[src/sv/lph_pkg.sv]
// Package for the linear-probing hash table: table geometry, command and
// status codes, and the packed transaction types of both channels.
// No dependencies.
package lph_pkg;

  // Table size; must be a power of two so the home slot is a bit-select.
  localparam int SLOTS = 16;
  localparam int SLOT_W = $clog2(SLOTS);
  localparam int CNT_W = SLOT_W + 1;

  localparam int KEY_W = 31;
  localparam int CMD_W = 2;
  localparam int STATUS_W = 2;
  localparam int SLOT_FIELD_W = 4;

  localparam logic [CMD_W-1:0] CMD_INSERT = 2'd0;
  localparam logic [CMD_W-1:0] CMD_FIND   = 2'd1;
  localparam logic [CMD_W-1:0] CMD_DELETE = 2'd2;

  localparam logic [STATUS_W-1:0] ST_OK   = 2'd0;
  localparam logic [STATUS_W-1:0] ST_MISS = 2'd1;
  localparam logic [STATUS_W-1:0] ST_FULL = 2'd2;

  typedef logic [SLOT_W-1:0] slot_idx_t;
  typedef logic [KEY_W-1:0]  key_t;

  typedef struct packed {
    logic [CMD_W-1:0] command;
    key_t             key;
  } in_item_t;

  typedef struct packed {
    logic [STATUS_W-1:0]     status;
    logic [SLOT_FIELD_W-1:0] slot;
  } out_item_t;

endpackage

[src/sv/lph_key_ram.sv]
// Key store of the hash table: SLOTS x KEY_W synchronous RAM, one write
// port and one read port with registered read data. Depends on lph_pkg.
module lph_key_ram (
  input  logic               clk,
  input  logic               wr_en,
  input  lph_pkg::slot_idx_t wr_addr,
  input  lph_pkg::key_t      wr_data,
  input  lph_pkg::slot_idx_t rd_addr,
  output lph_pkg::key_t      rd_data
);
  import lph_pkg::*;

  key_t mem [SLOTS];

  always_ff @(posedge clk) begin
    if (wr_en) begin
      mem[wr_addr] <= wr_data;
    end
  end

  always_ff @(posedge clk) begin
    rd_data <= mem[rd_addr];
  end

endmodule

[src/sv/linear_probe_hash_table.sv]
// Linear-probing hash table: control, occupancy bits and result register.
// Depends on lph_pkg and lph_key_ram.
//
// Usage:
//   in_valid/in_ready/in_data carry one command transaction (insert, find,
//   delete) with a 31-bit key. out_valid/out_ready/out_data carry exactly one
//   result transaction per command: status and slot.
//   The home slot is the low SLOT_W bits of the key; probing walks forward
//   one slot per cycle and wraps.
// Processing:
//   Commands are processed one at a time. An insert probes 1..SLOTS
//   slots; find and delete probe up to SLOTS slots, and each key compare
//   waits on the registered key RAM read. When all SLOTS slots are probed
//   without a match, the last compare drains before the miss. The key RAM
//   has a single read port. An unused command answers "not found".
// Reset:
//   rst_n (synchronous, active low) empties the table at once; occupancy
//   lives in flops, the key RAM needs no clearing.
// Stalls:
//   A finished result sits in the output register until taken. The next
//   command is accepted meanwhile, and its result waits in the control FSM
//   until the output register frees up.
module linear_probe_hash_table (
  input  logic               clk,
  input  logic               rst_n,
  input  logic               in_valid,
  output logic               in_ready,
  input  lph_pkg::in_item_t  in_data,
  output logic               out_valid,
  input  logic               out_ready,
  output lph_pkg::out_item_t out_data
);
  import lph_pkg::*;

  localparam logic [1:0] S_IDLE = 2'd0;
  localparam logic [1:0] S_INS  = 2'd1;
  localparam logic [1:0] S_FIND = 2'd2;
  localparam logic [1:0] S_DONE = 2'd3;

  logic [1:0]          state_r, state_nxt;
  logic [CMD_W-1:0]    cmd_r, cmd_nxt;
  key_t                key_r, key_nxt;
  slot_idx_t           pos_r, pos_nxt;
  logic [CNT_W-1:0]    cnt_r, cnt_nxt;
  logic                cmp_vld_r, cmp_vld_nxt;
  slot_idx_t           cmp_pos_r, cmp_pos_nxt;
  logic                stop_r, stop_nxt;
  logic [SLOTS-1:0]    occ_r, occ_nxt;
  out_item_t           res_r, res_nxt;
  logic                out_valid_r, out_valid_nxt;
  out_item_t           out_data_r, out_data_nxt;

  logic                ram_we;
  key_t                ram_rdata;
  logic                in_fire;

  lph_key_ram u_key_ram (
    .clk     (clk),
    .wr_en   (ram_we),
    .wr_addr (pos_r),
    .wr_data (key_r),
    .rd_addr (pos_r),
    .rd_data (ram_rdata)
  );

  assign in_ready  = (state_r == S_IDLE);
  assign in_fire   = in_valid && in_ready;
  assign out_valid = out_valid_r;
  assign out_data  = out_data_r;
  assign ram_we    = (state_r == S_INS) && !occ_r[pos_r];

  always_comb begin
    state_nxt     = state_r;
    cmd_nxt       = cmd_r;
    key_nxt       = key_r;
    pos_nxt       = pos_r;
    cnt_nxt       = cnt_r;
    cmp_vld_nxt   = cmp_vld_r;
    cmp_pos_nxt   = cmp_pos_r;
    stop_nxt      = stop_r;
    occ_nxt       = occ_r;
    res_nxt       = res_r;
    out_valid_nxt = out_valid_r;
    out_data_nxt  = out_data_r;

    if (out_valid_r && out_ready) begin
      out_valid_nxt = 1'b0;
    end

    case (state_r)
      S_IDLE: begin
        if (in_fire) begin
          cmd_nxt     = in_data.command;
          key_nxt     = in_data.key;
          pos_nxt     = in_data.key[SLOT_W-1:0];
          cnt_nxt     = '0;
          cmp_vld_nxt = 1'b0;
          stop_nxt    = 1'b0;
          case (in_data.command)
            CMD_INSERT: state_nxt = S_INS;
            CMD_FIND,
            CMD_DELETE: state_nxt = S_FIND;
            default: begin
              res_nxt   = '{status: ST_MISS, slot: '0};
              state_nxt = S_DONE;
            end
          endcase
        end
      end

      S_INS: begin
        if (!occ_r[pos_r]) begin
          occ_nxt[pos_r] = 1'b1;
          res_nxt   = '{status: ST_OK, slot: SLOT_FIELD_W'(pos_r)};
          state_nxt = S_DONE;
        end else if (cnt_r == CNT_W'(SLOTS - 1)) begin
          res_nxt   = '{status: ST_FULL, slot: '0};
          state_nxt = S_DONE;
        end else begin
          pos_nxt = pos_r + 1'b1;
          cnt_nxt = cnt_r + 1'b1;
        end
      end

      S_FIND: begin
        // compare stage: key read for cmp_pos_r arrives this cycle
        if (cmp_vld_r && (ram_rdata == key_r)) begin
          if (cmd_r == CMD_DELETE) begin
            occ_nxt[cmp_pos_r] = 1'b0;
          end
          res_nxt   = '{status: ST_OK, slot: SLOT_FIELD_W'(cmp_pos_r)};
          state_nxt = S_DONE;
        end else if (stop_r) begin
          res_nxt   = '{status: ST_MISS, slot: '0};
          state_nxt = S_DONE;
        end else if ((cnt_r == CNT_W'(SLOTS)) || !occ_r[pos_r]) begin
          // probe chain ended; drain the compare in flight first
          cmp_vld_nxt = 1'b0;
          stop_nxt    = 1'b1;
        end else begin
          cmp_vld_nxt = 1'b1;
          cmp_pos_nxt = pos_r;
          pos_nxt     = pos_r + 1'b1;
          cnt_nxt     = cnt_r + 1'b1;
        end
      end

      S_DONE: begin
        if (!out_valid_r || out_ready) begin
          out_valid_nxt = 1'b1;
          out_data_nxt  = res_r;
          state_nxt     = S_IDLE;
        end
      end

      default: state_nxt = S_IDLE;
    endcase
  end

  always_ff @(posedge clk) begin
    if (!rst_n) begin
      state_r     <= S_IDLE;
      occ_r       <= '0;
      out_valid_r <= 1'b0;
      cmp_vld_r   <= 1'b0;
      stop_r      <= 1'b0;
      cnt_r       <= '0;
    end else begin
      state_r     <= state_nxt;
      occ_r       <= occ_nxt;
      out_valid_r <= out_valid_nxt;
      cmp_vld_r   <= cmp_vld_nxt;
      stop_r      <= stop_nxt;
      cnt_r       <= cnt_nxt;
    end
  end

  always_ff @(posedge clk) begin
    cmd_r      <= cmd_nxt;
    key_r      <= key_nxt;
    pos_r      <= pos_nxt;
    cmp_pos_r  <= cmp_pos_nxt;
    res_r      <= res_nxt;
    out_data_r <= out_data_nxt;
  end

  // Failed commands always report slot zero.
  a_slot_zero_on_fail: assert property (@(posedge clk) disable iff (!rst_n)
    out_valid_r && (out_data_r.status != ST_OK) |-> out_data_r.slot == '0)
    else $error("nonzero slot on failed command");

  // A key written by insert marks its slot occupied.
  a_insert_sets_occ: assert property (@(posedge clk) disable iff (!rst_n)
    ram_we |=> occ_r[$past(pos_r)])
    else $error("inserted slot not occupied");

  // The probe counter never runs past the table size.
  a_probe_bound: assert property (@(posedge clk) disable iff (!rst_n)
    (state_r == S_FIND) || (state_r == S_INS) |-> cnt_r <= CNT_W'(SLOTS))
    else $error("probe count exceeds table size");

  // A new result is loaded only from the done state.
  a_result_source: assert property (@(posedge clk) disable iff (!rst_n)
    $rose(out_valid_r) |-> $past(state_r) == S_DONE)
    else $error("result loaded outside done state");

  // Occupancy is only modified while a command is active.
  a_occ_stable_idle: assert property (@(posedge clk) disable iff (!rst_n)
    (state_r == S_IDLE) || (state_r == S_DONE) |=> $stable(occ_r))
    else $error("occupancy changed with no command active");

endmodule
[config.mk]
export PLATFORM = sky130hd
export DESIGN_NAME = linear_probe_hash_table
export DESIGN_NICKNAME = d
export VERILOG_FILES = /design/src/sv/lph_pkg.sv /design/src/sv/lph_key_ram.sv /design/src/sv/linear_probe_hash_table.sv
export SDC_FILE = /design/constraint.sdc
export NUM_CORES = 1
export LEC_CHECK = 0
export ABC_CLOCK_PERIOD_IN_PS = 4850
export BUFFER_PORTS_ARGS = -buffer_cell sky130_fd_sc_hd__clkbuf_2
export CORE_ASPECT_RATIO = 1.25
export CORE_MARGIN = 1.5
export CORE_UTILIZATION = 60
export DETAILED_ROUTE_END_ITERATION = 12
export PLACE_DENSITY = 0.87
export SLEW_MARGIN = 20
export SYNTH_ARGS = -nofsm -noshare
export SYNTH_HDL_FRONTEND = slang
export SYNTH_SLANG_ARGS = --single-unit
export TNS_END_PERCENT = 5
[constraint.sdc]
create_clock -name clk -period 4.85 [get_ports clk]
set_input_delay 0.2425 -clock clk [delete_from_list [all_inputs] [get_ports clk]]
set_output_delay 0.2425 -clock clk [all_outputs]
set_load 0.01 [all_outputs]
==> metrics <==
WHS Path Cells=3; DR vias/cell=6.656; crit path launch type=flop; Syn. warnings=0; GRT Total Usage=0.2699; residual DRC count=0; reg-to-reg endpoint=occ_r[9]; crit path DAT=4.29 ns; vias in the first global route=11660; Seq cells post-synth=606; setup TNS=0 ns; pwr dens=574.4 nW/um^2; Leak=0.008419 uW; Post-Synth XOR/XNOR Area=0.01255; sequential cell area=17630 um^2; pre-CTS WS=1.137 ns; post-synthesis sequential area ratio=0.7651; Simple-Gate Fraction of Synth Area=0.02672; CP required=5.29 ns; CTS tree=built; Worst-Margin Slew=1.100 ns; Clk pwr share=0.286; synth unique cells=47; Routed Antenna Nets=0; drt total wl=52.06 mm; PostCTS Resize Cnt=0; post-synthesis adder-cell area fraction=0.007060; largest family of logic cells by synthesized area=multiplexers; period utilization=0.7949; Worst Hold Launch=in_valid; Slew Viols, Final=0; Iter 0 DRT Violations=1237; Starting Density=0.6057; share of power burned in registers=0.466; initial antenna violation count=0; Int Pwr=10740 uW; via count=11400; synthesized cell area=23040 um^2; Core Area=38040 um^2; share of the synthesized area in the top cell type=0.7156; Avg WL per Cell=30.41 um; met3 Resource Use GR=0.04990; R2R setup slack=0.99 ns; worst-skew pair later-pin latency=0.58 ns; setup violators final=0; Setup CP Type=flop to flop; DP HPWL=27.37 mm; Post-synth EDFFs=549; run status=completed; multiplexer share of the synthesized area=0.1605; Final #Nets=1226; filler instances=2192; root buffer cell=clkbuf_16; asr flop ratio synth=0; GRT overflow=0; Worst VDD drop=0.3842 mV; Logic pwr share=0.249; first drt pass iteration count=5; Final Hold Fails=0; die footprint=39590 um^2; H-tree Lvls=2; Buffers on Ports=44; Fin Clk Skew=0.01257 ns; most congested layer reported by global routing=met2; Ant. Diodes=0; Synth Area per Inst=21.55 um^2; hold endpoint=stop_r; Area contributors post-synth=edfxtp_1 72%, mux4_2 15%, dfxtp_1 5.0%, nand2_1 0.77%, ha_1 0.71%; # Post-CTS Setup Buffers=0; Mapped Nets=1119; RSZ-0062 raised after global routing=false; hold crit path type=input pin to flop; CTS sink cnt=606; layout cell share with drive strength beyond 1=0.2697; num ports=45; area grow syn2layout=13.62%; Die Span X=178.3 um; r2r startpoint=key_r[23]; Net Sw Power=4299 uW; Worst-path clk slew=0.07 ns; met1 Use GR=0.3552; RePlAce Congestion=0.8928; Max Clk Rate=0.2594 GHz; largest net degree at the start of global routing=78; switching fraction of total power=0.2859; max_slew headroom=0.2647; total power=15030 uW; site row count=80; Num CTS Buffers=53; met2 Track Usage GR=0.4448; crit end category=flop; Final Util=0.6882; Synth area leader=edfxtp_1; die height=222.1 um; max-capacitance violation count=0; top_reg_cell synth=edfxtp_1; Mapped Cells=1069; cts hold-fix bufs=34; maximum buffer depth of the clock tree=3; Synth Area in Compound Gates=0.01570; min Tclk post-route=3.855 ns; area of the multi-input gates=5248 um^2; first-pass GRT wire length=76.04 mm; crit-path max FO=17; Final WS setup=0.9948 ns; worst reg-to-reg path cell count=8
-- flip-flops by register name, indices dropped and copies added, names as in the netlist --
register and flops:
cmd_r 2, cmp_pos_r 4, cmp_vld_r 1, cnt_r 5
key_r 31, occ_r 16, out_data 6, out_valid 1
pos_r 4, res_r 6, state_r 2, stop_r 1
u_key_ram.mem 496, u_key_ram.rd_data 31
-- synth_stat cells (3+ instances only) --
master / number
nor4_1: 10
nand2b_1: 4
o21ai_0: 3
clkbuf_1: 34
edfxtp_1: 549
xor2_1: 17
nor2_1: 26
o211ai_1: 4
dfxtp_1: 57
mux4_2: 157
a21oi_1: 12
mux2i_1: 14
buf_1: 10
a21boi_0: 3
inv_1: 19
a32oi_1: 4
nor2b_1: 5
ha_1: 13
xnor2_1: 16
o22ai_1: 11
nand2_1: 47
nor3_1: 6
buf_2: 5
nand3_1: 7
and3_1: 3
nand4_1: 5
-- worst max-delay path by stage --
stage	start	end	slack, ns	depth (start not counted)
6_report	key_r[23]	occ_r[9]	0.99	8
5_1_grt	key_r[23]	occ_r[7]	0.78	8
4_1_cts	key_r[23]	occ_r[7]	1.08	8
3_5_place_dp	key_r[10]	occ_r[7]	1.14	7
3_3_place_gp	key_r[18]	occ_r[7]	1.13	7
2_1_floorplan	pos_r[1]	u_key_ram.mem[12][0]	1.46	8
-- through the flow --
stage                     instance area, um^2  hold WS (ns)  std cells
after detailed placement                23990        0.4102       1576
after global routing                    26180        0.1593       1712
final                                   26180        0.1452       1712
after floorplan                         23040        0.3414       1069
after global placement                  23940        0.4011       1574
after CTS                               26100        0.1187       1709
-- layer usage --
layer	vias up	wire length (um)
met5	-	0
met4	0	2256
met3	138	4546
met2	749	26780
met1	5892	18480
li1	4616	-
-- power by group through the flow --
stage                     clock network [uW]  registers (uW)  logic [uW]
final                                   4290            7000        3740
after global placement                     0            7010        3510
after CTS                               4330            6990        3740
after detailed placement                   0            7070        3610
after floorplan                            0            6860        2740
after global routing                    4510            7050        3950
-- layout by cell type, fill, tap and decap left out, types with 9 or more instances in the layout --
cell / n
clkbuf_2: 44
o22ai_1: 11
inv_1: 18
dfxtp_1: 57
mux4_2: 157
nor4_1: 10
nand2_1: 47
nor2_4: 16
buf_4: 18
clkinv_2: 9
ha_1: 13
a21oi_1: 12
xor2_1: 17
mux2i_1: 14
edfxtp_1: 549
xnor2_1: 16
clkbuf_1: 17
nor2_1: 10
dlygate4sd3_1: 34
clkbuf_16: 54
-- area by class of cell --
cell class / count / area share
clock buffers: 77 / 0.05722
clock inverters: 22 / 0.01023
inverters: 19 / 0.002725
multi-input cells: 393 / 0.2005
flip-flops and latches: 606 / 0.6734
well taps: 492 / 0.02352
repair buffers: 103 / 0.03246
-- logic make-up after synthesis --
| group | Yosys count |
|---|---|
| xor+xnor | 33 |
| mux | 173 |
| flops | 606 |
| simple gates | 126 |
| fa+ha+maj | 13 |
| compound gates | 48 |
| buf+inv | 70 |
-- worst max-delay path, stage by stage (launching register included) --
cell,delay (ns)
edfxtp_1,0.77
xor2_1,0.26
nor4_1,0.53
buf_4,0.21
nand4_1,0.32
nor3_4,0.37
nand4b_1,0.62
nor4b_1,0.53
o22ai_1,0.11
Power figures use the tool's default switching activity.
